## src/rtl/core/lpfp_pkg.sv

```systemverilog
// ----------------------------------------------------------------------------
// lpfp_pkg
// Shared types and codes of the length-prefixed frame parser.
// ----------------------------------------------------------------------------
package lpfp_pkg;

    // Header layout
    localparam int unsigned HDR_BYTES   = 8;
    localparam int unsigned HDR_CNT_W   = 4;   // holds 0..HDR_BYTES
    localparam int unsigned CFG_IDX_W   = 3;
    localparam int unsigned CFG_DATA_W  = 64;

    // Input operation codes
    localparam logic OP_PUSH     = 1'b0;
    localparam logic OP_SOFT_RST = 1'b1;

    // Result status codes
    localparam logic [2:0] ST_MORE  = 3'd0;
    localparam logic [2:0] ST_FRAME = 3'd1;
    localparam logic [2:0] ST_TYPE  = 3'd2;
    localparam logic [2:0] ST_LEN   = 3'd3;
    localparam logic [2:0] ST_CAP   = 3'd4;

    // Configuration register indexes
    localparam logic [CFG_IDX_W-1:0] CFG_MAX_PAYLOAD = 3'd0;
    localparam logic [CFG_IDX_W-1:0] CFG_CAPACITY    = 3'd1;
    localparam logic [CFG_IDX_W-1:0] CFG_TYPE_MASK_0 = 3'd2;
    localparam logic [CFG_IDX_W-1:0] CFG_TYPE_MASK_1 = 3'd3;
    localparam logic [CFG_IDX_W-1:0] CFG_TYPE_MASK_2 = 3'd4;
    localparam logic [CFG_IDX_W-1:0] CFG_TYPE_MASK_3 = 3'd5;

    typedef struct packed {
        logic [31:0]       max_payload;
        logic [31:0]       capacity;
        logic [3:0][63:0]  type_mask;
    } t_cfg;

    typedef struct packed {
        logic [HDR_CNT_W-1:0] hdr_cnt;
        logic [7:0]           frame_type;
        logic [15:0]          request_id;
        logic [31:0]          length;
        logic [31:0]          pay_cnt;
        logic                 poisoned;
    } t_state;

    typedef struct packed {
        logic [2:0]  status;
        logic        accepted;
        logic        payload_valid;
        logic [7:0]  payload_byte;
        logic [31:0] payload_offset;
        logic [7:0]  frame_type;
        logic [15:0] request_id;
        logic [31:0] payload_length;
    } t_result;

endpackage

```

## src/rtl/core/lpfp_cfg_regs.sv

```systemverilog
// ----------------------------------------------------------------------------
// lpfp_cfg_regs
// Configuration registers: limits and the 256-entry type mask.
// ----------------------------------------------------------------------------
module lpfp_cfg_regs (
    input  logic                                i_clk,
    input  logic                                i_rst_n,
    input  logic                                i_cfg_we,
    input  logic [lpfp_pkg::CFG_IDX_W-1:0]      i_cfg_idx,
    input  logic [lpfp_pkg::CFG_DATA_W-1:0]     i_cfg_data,
    output lpfp_pkg::t_cfg                      o_cfg
);
    import lpfp_pkg::*;

    t_cfg r_cfg;

    always_ff @(posedge i_clk) begin
        if (!i_rst_n) begin
            r_cfg <= '0;
        end else if (i_cfg_we) begin
            unique case (i_cfg_idx)
                CFG_MAX_PAYLOAD: r_cfg.max_payload  <= i_cfg_data[31:0];
                CFG_CAPACITY:    r_cfg.capacity     <= i_cfg_data[31:0];
                CFG_TYPE_MASK_0: r_cfg.type_mask[0] <= i_cfg_data;
                CFG_TYPE_MASK_1: r_cfg.type_mask[1] <= i_cfg_data;
                CFG_TYPE_MASK_2: r_cfg.type_mask[2] <= i_cfg_data;
                CFG_TYPE_MASK_3: r_cfg.type_mask[3] <= i_cfg_data;
                default: begin
                    // unmapped index: ignored
                end
            endcase
        end
    end

    assign o_cfg = r_cfg;

endmodule

```

## src/rtl/core/lpfp_step.sv

```systemverilog
// ----------------------------------------------------------------------------
// lpfp_step
// Next-state and result logic for one stream byte or soft reset.
// ----------------------------------------------------------------------------
module lpfp_step (
    input  logic              i_op,
    input  logic [7:0]        i_data_byte,
    input  lpfp_pkg::t_cfg    i_cfg,
    input  lpfp_pkg::t_state  i_state,
    output lpfp_pkg::t_state  o_state,
    output lpfp_pkg::t_result o_result
);
    import lpfp_pkg::*;

    t_state      n_state;
    logic [2:0]  n_status;
    logic        n_acc;
    logic        n_pv;
    logic [31:0] len_full;
    logic [31:0] pay_next;
    logic        type_known;
    logic        in_header;

    assign in_header  = (i_state.hdr_cnt < HDR_CNT_W'(HDR_BYTES));
    // Eighth header byte completes the length's top byte
    assign len_full   = {i_data_byte, i_state.length[23:0]};
    assign pay_next   = i_state.pay_cnt + 32'd1;
    assign type_known = i_cfg.type_mask[i_state.frame_type[7:6]][i_state.frame_type[5:0]];

    always_comb begin
        n_state  = i_state;
        n_status = ST_MORE;
        n_acc    = 1'b0;
        n_pv     = 1'b0;
        if (i_op == OP_SOFT_RST) begin
            n_state          = '0;
            n_state.poisoned = i_state.poisoned;
        end else if (i_state.poisoned) begin
            n_status = ST_LEN;
        end else if (in_header) begin
            n_acc           = 1'b1;
            n_state.hdr_cnt = i_state.hdr_cnt + HDR_CNT_W'(1);
            unique case (i_state.hdr_cnt[2:0])
                3'd0: n_state.frame_type        = i_data_byte;
                3'd1: begin
                    // flags byte, ignored
                end
                3'd2: n_state.request_id[7:0]   = i_data_byte;
                3'd3: n_state.request_id[15:8]  = i_data_byte;
                3'd4: n_state.length[7:0]       = i_data_byte;
                3'd5: n_state.length[15:8]      = i_data_byte;
                3'd6: n_state.length[23:16]     = i_data_byte;
                3'd7: n_state.length[31:24]     = i_data_byte;
                default: ;
            endcase
            if (i_state.hdr_cnt[2:0] == 3'd7) begin
                priority if (!type_known) begin
                    n_state.poisoned = 1'b1;
                    n_status         = ST_TYPE;
                end else if (len_full > i_cfg.max_payload) begin
                    n_state.poisoned = 1'b1;
                    n_status         = ST_LEN;
                end else if (len_full > i_cfg.capacity) begin
                    n_state.poisoned = 1'b1;
                    n_status         = ST_CAP;
                end else begin
                    n_state.pay_cnt = '0;
                    if (len_full == 32'd0) begin
                        n_state.hdr_cnt = '0;
                        n_status        = ST_FRAME;
                    end
                end
            end
        end else begin
            // payload byte: passed through with its offset
            n_acc           = 1'b1;
            n_pv            = 1'b1;
            n_state.pay_cnt = pay_next;
            if (pay_next >= i_state.length) begin
                n_state.hdr_cnt = '0;
                n_status        = ST_FRAME;
            end
        end
    end

    assign o_state                 = n_state;
    assign o_result.status         = n_status;
    assign o_result.accepted       = n_acc;
    assign o_result.payload_valid  = n_pv;
    assign o_result.payload_byte   = n_pv ? i_data_byte : 8'd0;
    assign o_result.payload_offset = n_pv ? i_state.pay_cnt : 32'd0;
    assign o_result.frame_type     = n_state.frame_type;
    assign o_result.request_id     = n_state.request_id;
    assign o_result.payload_length = n_state.length;

endmodule

```

## src/rtl/core/length_prefixed_frame_parser.sv

```systemverilog
// ----------------------------------------------------------------------------
// length_prefixed_frame_parser
// Byte-stream deframer for frames with an 8-byte little-endian header.
// ----------------------------------------------------------------------------
// The parser takes one transfer per clock on its input: either a stream byte
// (op 0) or a soft reset of frame progress (op 1), and gives exactly one
// result transfer for each, as long as the output side is not stalled. A byte
// is registered on entry, processed against the frame state, and its result
// lands in the output register; the state update (header byte capture, 32-bit
// length compares, payload counter) is combinational between the two
// registers. The header is type, flags (ignored), 16-bit request id, 32-bit
// length. On the eighth byte the type is checked against the 256-bit type
// mask, then the length against max_payload, then against capacity; any
// failure latches a sticky poisoned flag after which every byte is refused
// with the bad-length status. Only i_rst_n clears that flag. Payload bytes are
// not stored: each is presented with its offset. Configuration is written
// through a plain write port; the user must write it only while the parser
// is idle, as the block itself does not enforce this.
// ----------------------------------------------------------------------------
module length_prefixed_frame_parser (
    input  logic                            i_clk,
    input  logic                            i_rst_n,

    // configuration write port
    input  logic                            i_cfg_we,
    input  logic [lpfp_pkg::CFG_IDX_W-1:0]  i_cfg_idx,
    input  logic [lpfp_pkg::CFG_DATA_W-1:0] i_cfg_data,

    // input channel
    input  logic                            i_in_valid,
    output logic                            o_in_stall,
    input  logic                            i_op,
    input  logic [7:0]                      i_data_byte,

    // result channel
    output logic                            o_out_valid,
    input  logic                            i_out_stall,
    output logic [2:0]                      o_status,
    output logic                            o_accepted,
    output logic                            o_payload_valid,
    output logic [7:0]                      o_payload_byte,
    output logic [31:0]                     o_payload_offset,
    output logic [7:0]                      o_frame_type,
    output logic [15:0]                     o_request_id,
    output logic [31:0]                     o_payload_length
);
    import lpfp_pkg::*;

    t_cfg    cfg;
    t_state  r_state;
    t_state  n_state;
    t_result n_result;
    t_result r_result;

    logic       r_in_valid;
    logic       r_in_op;
    logic [7:0] r_in_byte;
    logic       r_out_valid;
    logic       advance;

    lpfp_cfg_regs u_cfg (
        .i_clk      (i_clk),
        .i_rst_n    (i_rst_n),
        .i_cfg_we   (i_cfg_we),
        .i_cfg_idx  (i_cfg_idx),
        .i_cfg_data (i_cfg_data),
        .o_cfg      (cfg)
    );

    lpfp_step u_step (
        .i_op        (r_in_op),
        .i_data_byte (r_in_byte),
        .i_cfg       (cfg),
        .i_state     (r_state),
        .o_state     (n_state),
        .o_result    (n_result)
    );

    // The pipe moves when the output register is empty or being drained.
    assign advance    = !r_out_valid || !i_out_stall;
    assign o_in_stall = r_in_valid && !advance;

    // Input register
    always_ff @(posedge i_clk) begin
        if (!i_rst_n) begin
            r_in_valid <= 1'b0;
        end else if (!o_in_stall) begin
            r_in_valid <= i_in_valid;
        end
    end

    always_ff @(posedge i_clk) begin
        if (!o_in_stall && i_in_valid) begin
            r_in_op   <= i_op;
            r_in_byte <= i_data_byte;
        end
    end

    // Frame state: updated once per processed transfer
    always_ff @(posedge i_clk) begin
        if (!i_rst_n) begin
            r_state <= '0;
        end else if (advance && r_in_valid) begin
            r_state <= n_state;
        end
    end

    // Result register
    always_ff @(posedge i_clk) begin
        if (!i_rst_n) begin
            r_out_valid <= 1'b0;
        end else if (advance) begin
            r_out_valid <= r_in_valid;
        end
    end

    always_ff @(posedge i_clk) begin
        if (advance && r_in_valid) begin
            r_result <= n_result;
        end
    end

    assign o_out_valid      = r_out_valid;
    assign o_status         = r_result.status;
    assign o_accepted       = r_result.accepted;
    assign o_payload_valid  = r_result.payload_valid;
    assign o_payload_byte   = r_result.payload_byte;
    assign o_payload_offset = r_result.payload_offset;
    assign o_frame_type     = r_result.frame_type;
    assign o_request_id     = r_result.request_id;
    assign o_payload_length = r_result.payload_length;

    // ------------------------------------------------------------------------
    // Assertions
    // ------------------------------------------------------------------------

    // Poisoned flag is sticky until hard reset.
    a_poison_sticky: assert property (@(posedge i_clk) disable iff (!i_rst_n)
        r_state.poisoned |=> r_state.poisoned)
        else $error("poisoned flag cleared without reset");

    // Header counter never passes the header size.
    a_hdr_range: assert property (@(posedge i_clk) disable iff (!i_rst_n)
        r_state.hdr_cnt <= HDR_CNT_W'(HDR_BYTES))
        else $error("header count out of range");

    // In the payload phase the offset stays below the frame length.
    a_pay_bound: assert property (@(posedge i_clk) disable iff (!i_rst_n)
        (!r_state.poisoned && r_state.hdr_cnt == HDR_CNT_W'(HDR_BYTES))
            |-> (r_state.pay_cnt < r_state.length))
        else $error("payload counter reached frame length");

    // A payload byte is always consumed and never carries an error status.
    a_pay_status: assert property (@(posedge i_clk) disable iff (!i_rst_n)
        (o_out_valid && o_payload_valid)
            |-> (o_accepted && (o_status == ST_MORE || o_status == ST_FRAME)))
        else $error("payload byte with error status");

endmodule
```

## config.mk

```make
export PLATFORM = sky130hd
export DESIGN_NAME = length_prefixed_frame_parser
export DESIGN_NICKNAME = d
export VERILOG_FILES = /design/src/rtl/core/lpfp_pkg.sv /design/src/rtl/core/lpfp_cfg_regs.sv /design/src/rtl/core/lpfp_step.sv /design/src/rtl/core/length_prefixed_frame_parser.sv
export SDC_FILE = /design/constraint.sdc
export NUM_CORES = 1
export LEC_CHECK = 0
export ABC_AREA = 1
export ABC_CLOCK_PERIOD_IN_PS = 3850
export BUFFER_PORTS_ARGS = -buffer_cell sky130_fd_sc_hd__buf_2
export CAP_MARGIN = 0
export CORE_ASPECT_RATIO = 0.5
export CORE_MARGIN = 4
export CORE_UTILIZATION = 40
export CTS_CLUSTER_DIAMETER = 200
export DETAILED_ROUTE_END_ITERATION = 12
export GPL_TIMING_DRIVEN = 0
export PLACE_DENSITY_LB_ADDON = 0.08
export RECOVER_POWER = 50
export SYNTH_ARGS = -nofsm -noshare
export SYNTH_HDL_FRONTEND = slang
export SYNTH_SLANG_ARGS = --single-unit
export TNS_END_PERCENT = 30
```

## constraint.sdc

```tcl
create_clock -name i_clk -period 3.85 [get_ports i_clk]
set_input_delay 0.1925 -clock i_clk [delete_from_list [all_inputs] [get_ports i_clk]]
set_output_delay 0.1925 -clock i_clk [all_outputs]
set_load 0.05 [all_outputs]
```

## Yosys cells after proc, flatten, opt, wreduce, memory -nomap -nowiden

Index checks and enable logic that the tools add are counted.

- Reduce and logical (&&, ||, !) cells: 22
- Muxes and demuxes: 42
- Bitwise gates (word level): 1
- Equal/unequal tests: 16
- Add/subtract/negate cells: 2
- Order comparisons: 6

Operators with widths:

| kind | count |
|---|---|
| $mux 93 | 2 |
| $bmux 64 s2 | 1 |
| $mux 32 | 4 |
| $gt 32x32->1 | 2 |
| $mux 64 | 1 |
| $mux 56 | 1 |
| $mux 8 | 7 |
| $mux 33 | 1 |
| $add 32x1->32 const B | 1 |
| $ge 32x32->1 | 1 |
| $logic_not 32->1 | 1 |
| $mux 4 | 7 |
| $eq 3x3->1 const B | 6 |
| $mux 3 | 5 |
| $reduce_and 2->1 | 7 |
| $eq 3x2->1 const B | 4 |
| $mux 1 | 11 |
| $ne 3x3->1 const B | 3 |
| $lt 6x7->1 const B | 1 |
| $bmux 1 s6 | 1 |
| $logic_not 3->1 | 2 |
| $reduce_and 6->1 | 1 |
| $add 4x1->4 const B | 1 |
| $logic_not 1->1 | 4 |
| other kinds (12) | 14 |

- Word-level logic and storage cells: 114
- Flip-flop bits (word level): 525
- Output and inout port bits: 103
- Bits of input ports: 81

## Depth between registers and ports, before layout

Gate-level depths: netlist of run 1.

- Depth in word-level cells: 9
- Gate-level depth with buffers: 23
- Gate-level depth less buffers: 23

## Hierarchy

Synthesis of run 1 repeated with hierarchy kept, for this count alone.

- Cell total of the unflattened synthesis: 4250
- Area total of the unflattened synthesis: 28710.0 um^2

Modules (own cells, without submodules):

| module | seq. area each (um^2) | area an instance (um^2) | instances | cells each |
|---|---|---|---|---|
| lpfp_cfg_regs | 6406.1 | 12548.3 | 1 | 1819 |
| lpfp_step | 0.0 | 8632.0 | 1 | 1699 |
| length_prefixed_frame_parser | 5205.0 | 7529.7 | 1 | 732 |

## Worst setup path after synthesis of run 1

No wires, ideal clock.

- Kind: flip-flop to flip-flop
- Start point: reg r_out_valid (netlist: o_out_valid)
- End point: reg r_result (netlist bit o_accepted) (enable)
- Arrival time: 3973 ps
- Stages on the path, launching flop included: 5
- Setup time: 505 ps
- Setup slack: -628 ps
- Clock period less this slack: 4478 ps
- Path buffers: 1
- Required time: 3345 ps
- Cell sequence: dfxtp_1 -> nand2_1 -> inv_1 -> nor2_1 -> clkbuf_1

- Cells in the longest elaborated chain, start to end: 3

Ends and longest elaborated chain:

| element | RTL line | source |
|---|---|---|
| start, declared | length_prefixed_frame_parser.sv:58 | `logic r_out_valid;` |
| start signal, assigned | length_prefixed_frame_parser.sv:113 | `r_out_valid <= r_in_valid;` |
| $logic_not 1->1 | length_prefixed_frame_parser.sv:80 | `assign advance = !r_out_valid \|\| !i_out_stall;` |
| $logic_or 1x1->1 | length_prefixed_frame_parser.sv:80 |  |
| $logic_and 1x1->1 | length_prefixed_frame_parser.sv:118 | `if (advance && r_in_valid) begin` |
| end signal, assigned | length_prefixed_frame_parser.sv:119 | `r_result <= n_result;` |
| end, declared | length_prefixed_frame_parser.sv:53 | `t_result r_result;` |

No other way between the ends.
A chain may end at the register's enable or synchronous reset.

## Worst setup path after layout of run 1

- Start point: reg r_state[3] in the netlist's numbering
- End point: reg r_state[90] in the netlist's numbering

- Cells in the longest elaborated chain, start to end: 4

Ends and longest elaborated chain:

| element | RTL line | source |
|---|---|---|
| start, declared | length_prefixed_frame_parser.sv:50 | `t_state r_state;` |
| start signal, assigned | length_prefixed_frame_parser.sv:104 | `r_state <= n_state;` |
| $add 32x1->32 | lpfp_step.sv:27 | `assign pay_next = i_state.pay_cnt + 32'd1;` |
| $ge 32x32->1 | lpfp_step.sv:79 | `if (pay_next >= i_state.length) begin` |
| $reduce_bool 3->1 (no source line) | - |  |
| $reduce_and 3->1 (no source line) | - |  |

No other way between the ends.

==> summary.txt, run 1 <==
Routing
  – DR pass1 iterations: 6
  – DRC Markers: 0
  – Post-DRT Antenna Nets: 0
  – Post-DR vias/cell: 5.27
  – Post-Route WL: 90300 um
  – Via count: 23762
  – DRC violation total after the first TritonRoute iteration: 2346
  – Wirelength per Cell: 20.0 um

Layout
  – Diodes inserted: 0
  – Post-route insts no fill: 4513
  – Share of layout cells above drive strength 1: 7.00%
  – Design Area, Final: 0.0293 mm^2
  – Area growth, synth to finish: 18.5%
  – Filler cells: 6324
  – Fin nets: 3832

Synthesis
  – Syn avg cell area: 7.42 um^2
  – Synth Flop Type: dfxtp_1
  – Netlist cell types: 31
  – Post-Synthesis Cells: 3334
  – Number of synthesized register bits: 525
  – Synth top area share: 33.6%
  – Area contributors post-synth: dfxtp_1 34%, edfxtp_1 13%, nor2_1 11%, o21ai_0 8.3%, nand2_1 7.5%
  – Seq/Total Area, Yosys: 46.9%
  – FFs w/ async S/R, synth: 0%
  – Syn_nets: 3518
  – Synth warnings: 0
  – Cell taking the most area after synthesis: dfxtp_1
  – Post-synth EDFFs: 110
  – Synthesized area: 0.0247 mm^2

STA
  – Final hold vios: 0
  – Tcrit/Tclk final: 95.8%
  – Slew HR: 22.9%
  – Max Freq: 0.271 GHz
  – Setup Skew: 0.0241 ns
  – Slew Viols, Final: 0
  – Crit path time final: 3.69 ns
  – Worst-margin pin slew: 1.16 ns
  – Final setup viols: 0
  – RSZ-0062 raised after global routing: yes

Critical path
  – CP Class: reg2reg
  – Critical path arrival: 4.23 ns
  – R2R Path Start: r_state[3]$_SDFFE_PN0P_
  – Critical Path RT: 4.39 ns
  – Critical Path End Type: flop
  – Reg2Reg Depth: 21
  – CP max FO: 6
  – Critical Path Source Type: flop
  – CP startpoint: r_state[3]$_SDFFE_PN0P_

Place
  – Placed cells: 4341
  – Dpl cell area: 0.0267 mm^2
  – RePlAce Congestion: 0.912
  – Dpl hpwl: 62800 um
  – Port Buffers: 182

Global routing
  – Antenna violations before repair: 1
  – GR Overflow Total: 0
  – Pin count of the biggest net entering global routing: 111
  – M3 GR Usage: 5.30%
  – All-Layer GR Usage: 26.4%
  – Met1 GRT Util: 35.3%
  – First-pass GRT wire length: 135000 um
  – Global route hottest layer: met2
  – Grt met2 use: 43.6%
  – Vias in the first global route: 22392

Hold path
  – Hold-critical path depth: 6
  – Hold Startpoint: i_cfg_idx[1]
  – HP Class: in2reg

Floorplanning
  – Die height: 184 um
  – Boundary Pins: 184
  – Starting density of the core: 40.4%
  – Die width: 360 um
  – Core Area: 0.0612 mm^2
  – Site Rows: 64
  – Die area: 0.0661 mm^2

Pwr
  – Power per cell area: 463 mW/mm^2
  – P_leak: 0.0127 uW
  – Peak supply drop: 328 uV

CTS
  – Inserted Clock Buffers: 50
  – Worst skew pair latency: 0.62 ns
  – Clock sink count: 525
  – Clock buffer depth: 3
  – CTS root buf: clkbuf_16
  – Clock transition at path regs: 0.07 ns
  – H-tree levels: 2
  – CTS tree: built

Run status
  – Status: finished, final reports clean

Flow run
  – Max-cap viol count: 0
-- flip-flops by register name, summed over array words and instances (netlist names) --
signal,cells
o_status,3
o_frame_type,8
r_in_valid,1
r_in_op,1
o_request_id,16
o_out_valid,1
u_cfg.o_cfg,320
o_payload_valid,1
o_payload_offset,32
o_payload_length,32
r_in_byte,8
o_accepted,1
o_payload_byte,8
r_state,93
-- stage by stage --
stage,total power [uW],utilization [%],setup slack [ns],hold slack (ns),setup TNS (ns)
2_1_floorplan,7270,-,0.705,0.291,0
3_3_place_gp,7970,43.6,-0.238,0.373,-0.863
3_5_place_dp,7990,43.6,-0.275,0.373,-1.00
4_1_cts,13600,47.9,0.00754,0.0474,0
5_1_grt,14100,47.9,-0.105,0.155,-0.207
6_report,13600,47.9,0.163,0.0989,0
-- worst max-delay path, cell delays in order, from the launching register on --
cell and delay (ns):
dfxtp_4 0.37, nand3_2 0.12, nor3_4 0.26, nand2_2 0.13, nor2_4 0.12, inv_2 0.06, nor4_4 0.31, nand2_1 0.14
nor2_2 0.12, xor2_1 0.19, inv_1 0.07, ha_1 0.29, nand2_1 0.08, nor2_2 0.13, nand4_1 0.20, nor4_4 0.33
nand3_1 0.14, nand3_2 0.11, o21ai_1 0.09, inv_2 0.12, o21ai_0 0.08, a21oi_1 0.14
-- what timing repair did --
action	in CTS	in global routing
pin swaps	0	7
endpoints found under the setup margin	5	37
hold buffers	76	0
resized for setup	6	28
buffers inserted	0	5
hold endpoints to repair	302	0
-- path summary, 6_finish.rpt --
path,to,slack (ns)
worst min register to register,u_cfg.o_cfg[285]$_SDFFE_PN0P_,0.46
worst max-delay path,r_state[90]$_SDFFE_PN0P_,0.16
worst max register to register,r_state[90]$_SDFFE_PN0P_,0.16
worst min-delay path,u_cfg.o_cfg[256]$_SDFFE_PN0P_,0.1
-- layer usage --
metal  vias to the layer above  wire length (um)  share of wire, %
li1                      11565                 -                 -
met1                     11158             39700                44
met2                       860             40800                45
met3                       177              7100               7.9
met4                         2              2630               2.9
met5                         -                12             0.013
-- cells in the final DEF (no fill, tap or decap), types with 3 or more instances in the layout --
cell / netlist / routed
o211ai_1: 42 / 42
edfxtp_1: 110 / 110
inv_2: 5 / 7
nor2_1: 717 / 712
nor2_2: 0 / 4
o21a_1: 4 / 4
o21ai_0: 408 / 407
clkinvlp_4: 0 / 5
clkbuf_8: 0 / 5
nand2_1: 495 / 493
dfxtp_1: 415 / 412
clkbuf_1: 141 / 247
clkinv_1: 6 / 9
a21oi_1: 172 / 172
buf_1: 7 / 7
bufinv_16: 0 / 11
nor4_1: 11 / 7
nand4_1: 23 / 23
nand3_1: 285 / 283
clkinv_2: 0 / 11
a211oi_1: 8 / 8
dlygate4sd3_1: 0 / 76
buf_4: 17 / 22
inv_6: 0 / 3
xor2_1: 21 / 20
buf_2: 33 / 108
clkbuf_16: 0 / 51
nor3_1: 20 / 17
or2_2: 8 / 8
ha_1: 103 / 103
nor4_4: 0 / 5
inv_1: 273 / 271
-- report_power, final --
| group | internal (uW) | switching [uW] |
|---|---|---|
| logic | 555 | 1390 |
| clock network | 3240 | 2350 |
| registers | 5860 | 168 |
| total | 9660 | 3910 |
-- area by class of cell --
| class | count | area (um^2) | share of cell area [%] |
|---|---|---|---|
| timing repair buffer | 263 | 1580 | 5.38 |
| clock buffer | 57 | 1340 | 4.57 |
| buffer | 199 | 877 | 2.99 |
| multi-input combinational | 2325 | 11300 | 38.6 |
| clock inverter | 35 | 470 | 1.61 |
| tap | 825 | 1030 | 3.52 |
| inverter | 284 | 1070 | 3.65 |
| sequential | 525 | 11600 | 39.6 |
-- logic make-up (layout without fill, tap and decap cells) --
kind of cell | after synthesis | after routing | share of synthesized area (%)
xor+xnor | 21 | 21 | 0.744
fa+ha+maj | 103 | 103 | 5.21
compound gates | 637 | 637 | 13.5
simple gates | 1564 | 1564 | 25.8
flops | 525 | 525 | 46.9
buf+inv | 484 | 838 | 7.83
-- synth_stat cells, drive strengths merged, types with 42 or more instances --
cell type / count
a21oi: 172
buf: 59
clkbuf: 141
dfxtp: 415
edfxtp: 110
ha: 103
inv: 278
nand2: 495
nand3: 285
nor2: 717
o211ai: 42
o21ai: 408
Power figures use the tool's default switching activity.
==> inputs of run 2 (changes only) <==
--- a/config.mk
+++ b/config.mk
@@ -6,7 +6,7 @@
 export NUM_CORES = 1
 export LEC_CHECK = 0
 export ABC_AREA = 1
-export ABC_CLOCK_PERIOD_IN_PS = 3850
+export ABC_CLOCK_PERIOD_IN_PS = 3000
 export BUFFER_PORTS_ARGS = -buffer_cell sky130_fd_sc_hd__buf_2
 export CAP_MARGIN = 0
 export CORE_ASPECT_RATIO = 0.5
==> constraint.sdc (replaced) <==
create_clock -name i_clk -period 3 [get_ports i_clk]
set_input_delay 0.15 -clock i_clk [delete_from_list [all_inputs] [get_ports i_clk]]
set_output_delay 0.15 -clock i_clk [all_outputs]
set_load 0.05 [all_outputs]
==> run 2 against run 1 <==
- the run now ends with setup timing left
- total power increased by 29%
- setup slack worse by 0.62 ns
- via count increased by 0.43%
- register-to-register slack got worse by 0.62 ns
==> summary.txt, run 2 (same netlist as run 1, synthesis figures left out) <==
Pwr
  – Logic pwr share: 14.9% (was 14.3%)
  – Clock power share: 41.1% (was 41.2%)
  – Power per cell area: 586 mW/mm^2 (was 463 mW/mm^2)
  – Reg power frac: 44.0% (was 44.4%)
  – Switching Fraction: 28.9% (was 28.8%)
  – Design Power: 17500 uW (was 13600 uW)
  – Internal: 12400 uW (was 9660 uW)
  – P_leak: 0.0130 uW (was 0.0127 uW)
  – Sw power: 5060 uW (was 3910 uW)
  – Peak supply drop: 420 uV (was 328 uV)

Critical path
  – CP Class: reg2reg (unchanged)
  – Critical Path Source Type: flop (unchanged)
  – FF-to-FF End: r_state[89]$_SDFFE_PN0P_ (was r_state[90]$_SDFFE_PN0P_)
  – Internal reg-to-reg setup slack: -0.45 ns (was 0.16 ns)
  – Critical Path End Type: flop (unchanged)
  – Critical Path RT: 3.51 ns (was 4.39 ns)
  – Critical path arrival: 3.96 ns (was 4.23 ns)
  – Reg2Reg Depth: 22 (was 21)
  – R2R Path Start: r_state[2]$_SDFFE_PN0P_ (was r_state[3]$_SDFFE_PN0P_)
  – CP max FO: 6 (unchanged)

CTS
  – CTS root buf: clkbuf_16 (unchanged)
  – Worst skew pair latency: 0.62 ns (about the same)
  – H-tree levels: 2 (unchanged)
  – Inserted Clock Buffers: 50 (unchanged)
  – Clock transition at path regs: 0.07 ns (about the same)
  – Clock sink count: 525 (unchanged)
  – CTS tree: built (unchanged)
  – Clock buffer depth: 3 (unchanged)

Layout
  – Fin nets: 3864 (was 3832)
  – Most common cell after layout, fill and taps aside: nor2_1 (unchanged)
  – Area growth, synth to finish: 20.7% (was 18.5%)
  – Diodes inserted: 0 (unchanged)
  – Filler cells: 6273 (was 6324)
  – Multi-input combinational cell area: 0.0115 mm^2 (was 0.0113 mm^2)
  – Number of flip-flops in the largest register: 320 (unchanged)
  – Share of layout cells above drive strength 1: 9.06% (was 7.00%)
  – Commonest cells after routing, fill and taps aside: 704 x nor2_1, 487 x nand2_1, 408 x dfxtp_1 (was 712 x nor2_1, 493 x nand2_1, 412 x dfxtp_1)
  – Sequential cell area: 0.0116 mm^2 (about the same)

Place
  – Dpl hpwl: 62800 um (unchanged)
  – RePlAce Congestion: 0.912 (unchanged)
  – DP Worst Slack: -1.13 ns (was -0.275 ns)
  – Port Buffers: 182 (unchanged)

Floorplanning
  – Boundary Pins: 184 (unchanged)
  – Die height: 184 um (unchanged)
  – Die area: 0.0661 mm^2 (unchanged)
  – Site Rows: 64 (unchanged)
  – Starting density of the core: 40.4% (unchanged)
  – Die width: 360 um (unchanged)
  – Core Area: 0.0612 mm^2 (unchanged)

Routing
  – Post-DRT Antenna Nets: 0 (unchanged)
  – DR pass1 iterations: 6 (unchanged)
  – Post-Route WL: 91200 um (was 90300 um)
  – Via count: 23863 (was 23762)
  – Wirelength per Cell: 20.1 um (was 20.0 um)
  – Post-DR vias/cell: 5.25 (was 5.27)
  – DRC Markers: 0 (unchanged)
  – DRC violation total after the first TritonRoute iteration: 2356 (was 2346)

Run status
  – Violated checks: setup timing
  – Status: finished, violations left (was finished, final reports clean)

Global routing
  – All-Layer GR Usage: 26.5% (was 26.4%)
  – Pin count of the biggest net entering global routing: 111 (unchanged)
  – GR Overflow Total: 0 (unchanged)
  – First-pass GRT wire length: 135000 um (about the same)
  – Vias in the first global route: 22526 (was 22392)
  – Antenna violations before repair: 0 (was 1)

Hold path
  – Hold Startpoint: i_cfg_idx[1] (unchanged)
  – HP Class: in2reg (unchanged)
  – Worst hold endpoint: u_cfg.o_cfg[256]$_SDFFE_PN0P_ (unchanged)
  – Hold-critical path depth: 6 (unchanged)

STA
  – Slew HR: 33.3% (was 22.9%)
  – Final hold vios: 0 (unchanged)
  – Setup Skew: 0.0250 ns (was 0.0241 ns)
  – Slew Viols, Final: 0 (unchanged)
  – Setup TNS: -2.09 ns (was 0 ns)
  – Worst-margin pin slew: 1.00 ns (was 1.16 ns)
  – Tcrit/Tclk final: 115% (was 95.8%)
  – Crit path time final: 3.45 ns (was 3.69 ns)
  – Post-route setup slack: -0.453 ns (was 0.163 ns)
  – RSZ-0062 raised after global routing: yes (unchanged)
  – Final setup viols: 5 (was 0)
  – Max Freq: 0.290 GHz (was 0.271 GHz)

Flow run
  – Max-cap viol count: 0 (unchanged)
run 2: worst max-delay path by stage:
stage,from,to,slack [ns],cells past startpoint
floorplan,r_state[1]$_SDFFE_PN0P_,r_state[91]$_SDFFE_PN0P_,-0.14,21
finish,r_state[2]$_SDFFE_PN0P_,r_state[89]$_SDFFE_PN0P_,-0.45,22
CTS,r_state[3]$_SDFFE_PN0P_,r_state[91]$_SDFFE_PN0P_,-0.43,21
detailed placement,r_state[1]$_SDFFE_PN0P_,r_state[90]$_SDFFE_PN0P_,-1.13,21
global route,r_state[2]$_SDFFE_PN0P_,r_state[90]$_SDFFE_PN0P_,-0.71,20
global placement,r_state[1]$_SDFFE_PN0P_,r_state[90]$_SDFFE_PN0P_,-1.09,21
run 2: per-layer routing:
metal | vias up | wire [um] | GRT usage, %
met5 | - | 0 | 0
met4 | 0 | 2730 | 7.83
met3 | 164 | 7100 | 5.08
met2 | 831 | 41200 | 43.9
met1 | 11250 | 40200 | 35.5
li1 | 11618 | - | -
run 2: power by group through the flow:
| stage | Clock (uW) | Combinational, uW | Sequential [uW] |
|---|---|---|---|
| 2_1_floorplan | 0 | 1300 | 8040 |
| 3_3_place_gp | 0 | 2350 | 7880 |
| 6_report | 7190 | 2610 | 7710 |
| 5_1_grt | 7580 | 2850 | 7730 |
| 3_5_place_dp | 0 | 2380 | 7880 |
| 4_1_cts | 7270 | 2540 | 7700 |
run 2: critical path, cell delays in order, from the launching register on:
cell      delay [ns]
dfxtp_4         0.38
ha_4            0.15
nand3_4         0.08
nor2_4          0.15
inv_2           0.08
nor4_4          0.31
nand4_1         0.19
nand3b_1        0.21
xor2_1          0.21
inv_1           0.07
ha_1            0.30
nand2_2         0.09
nor2_4          0.05
buf_4           0.12
inv_1           0.04
nor2_1          0.04
nor2_1          0.13
o21a_1          0.20
nand3_2         0.12
o21ai_2         0.16
inv_2           0.09
o21ai_1         0.13
a21oi_1         0.05
run 2: what timing repair did:
item / CTS / global route
gates resized for setup: 64 / 84
hold endpoints to repair: 329 / 0
setup endpoints to repair: 40 / 39
setup buffers: 21 / 17
pin swaps: 15 / 30
hold buffers: 76 / 0
cloned: 0 / 1
run 2: layout make-up:
| cell class | count | share of cell area, % |
|---|---|---|
| clock buffers | 57 | 4.48 |
| clock inverters | 35 | 1.58 |
| multi-input cells | 2325 | 38.6 |
| repair buffers | 297 | 6.12 |
| flip-flops and latches | 525 | 38.9 |
| plain buffers | 197 | 3.26 |
| inverters | 284 | 3.60 |
| well taps | 825 | 3.46 |
run 2: stage by stage:
step	hold slack [ns]	util [%]	cell area (um^2)	instances
global route	0.113	48.8	29900	4545
finish	0.0590	48.8	29900	4545
global placement	0.330	43.6	26700	4341
detailed placement	0.330	43.6	26700	4341
floorplan	0.249	-	24700	3334
CTS	0.00493	48.5	29600	4527
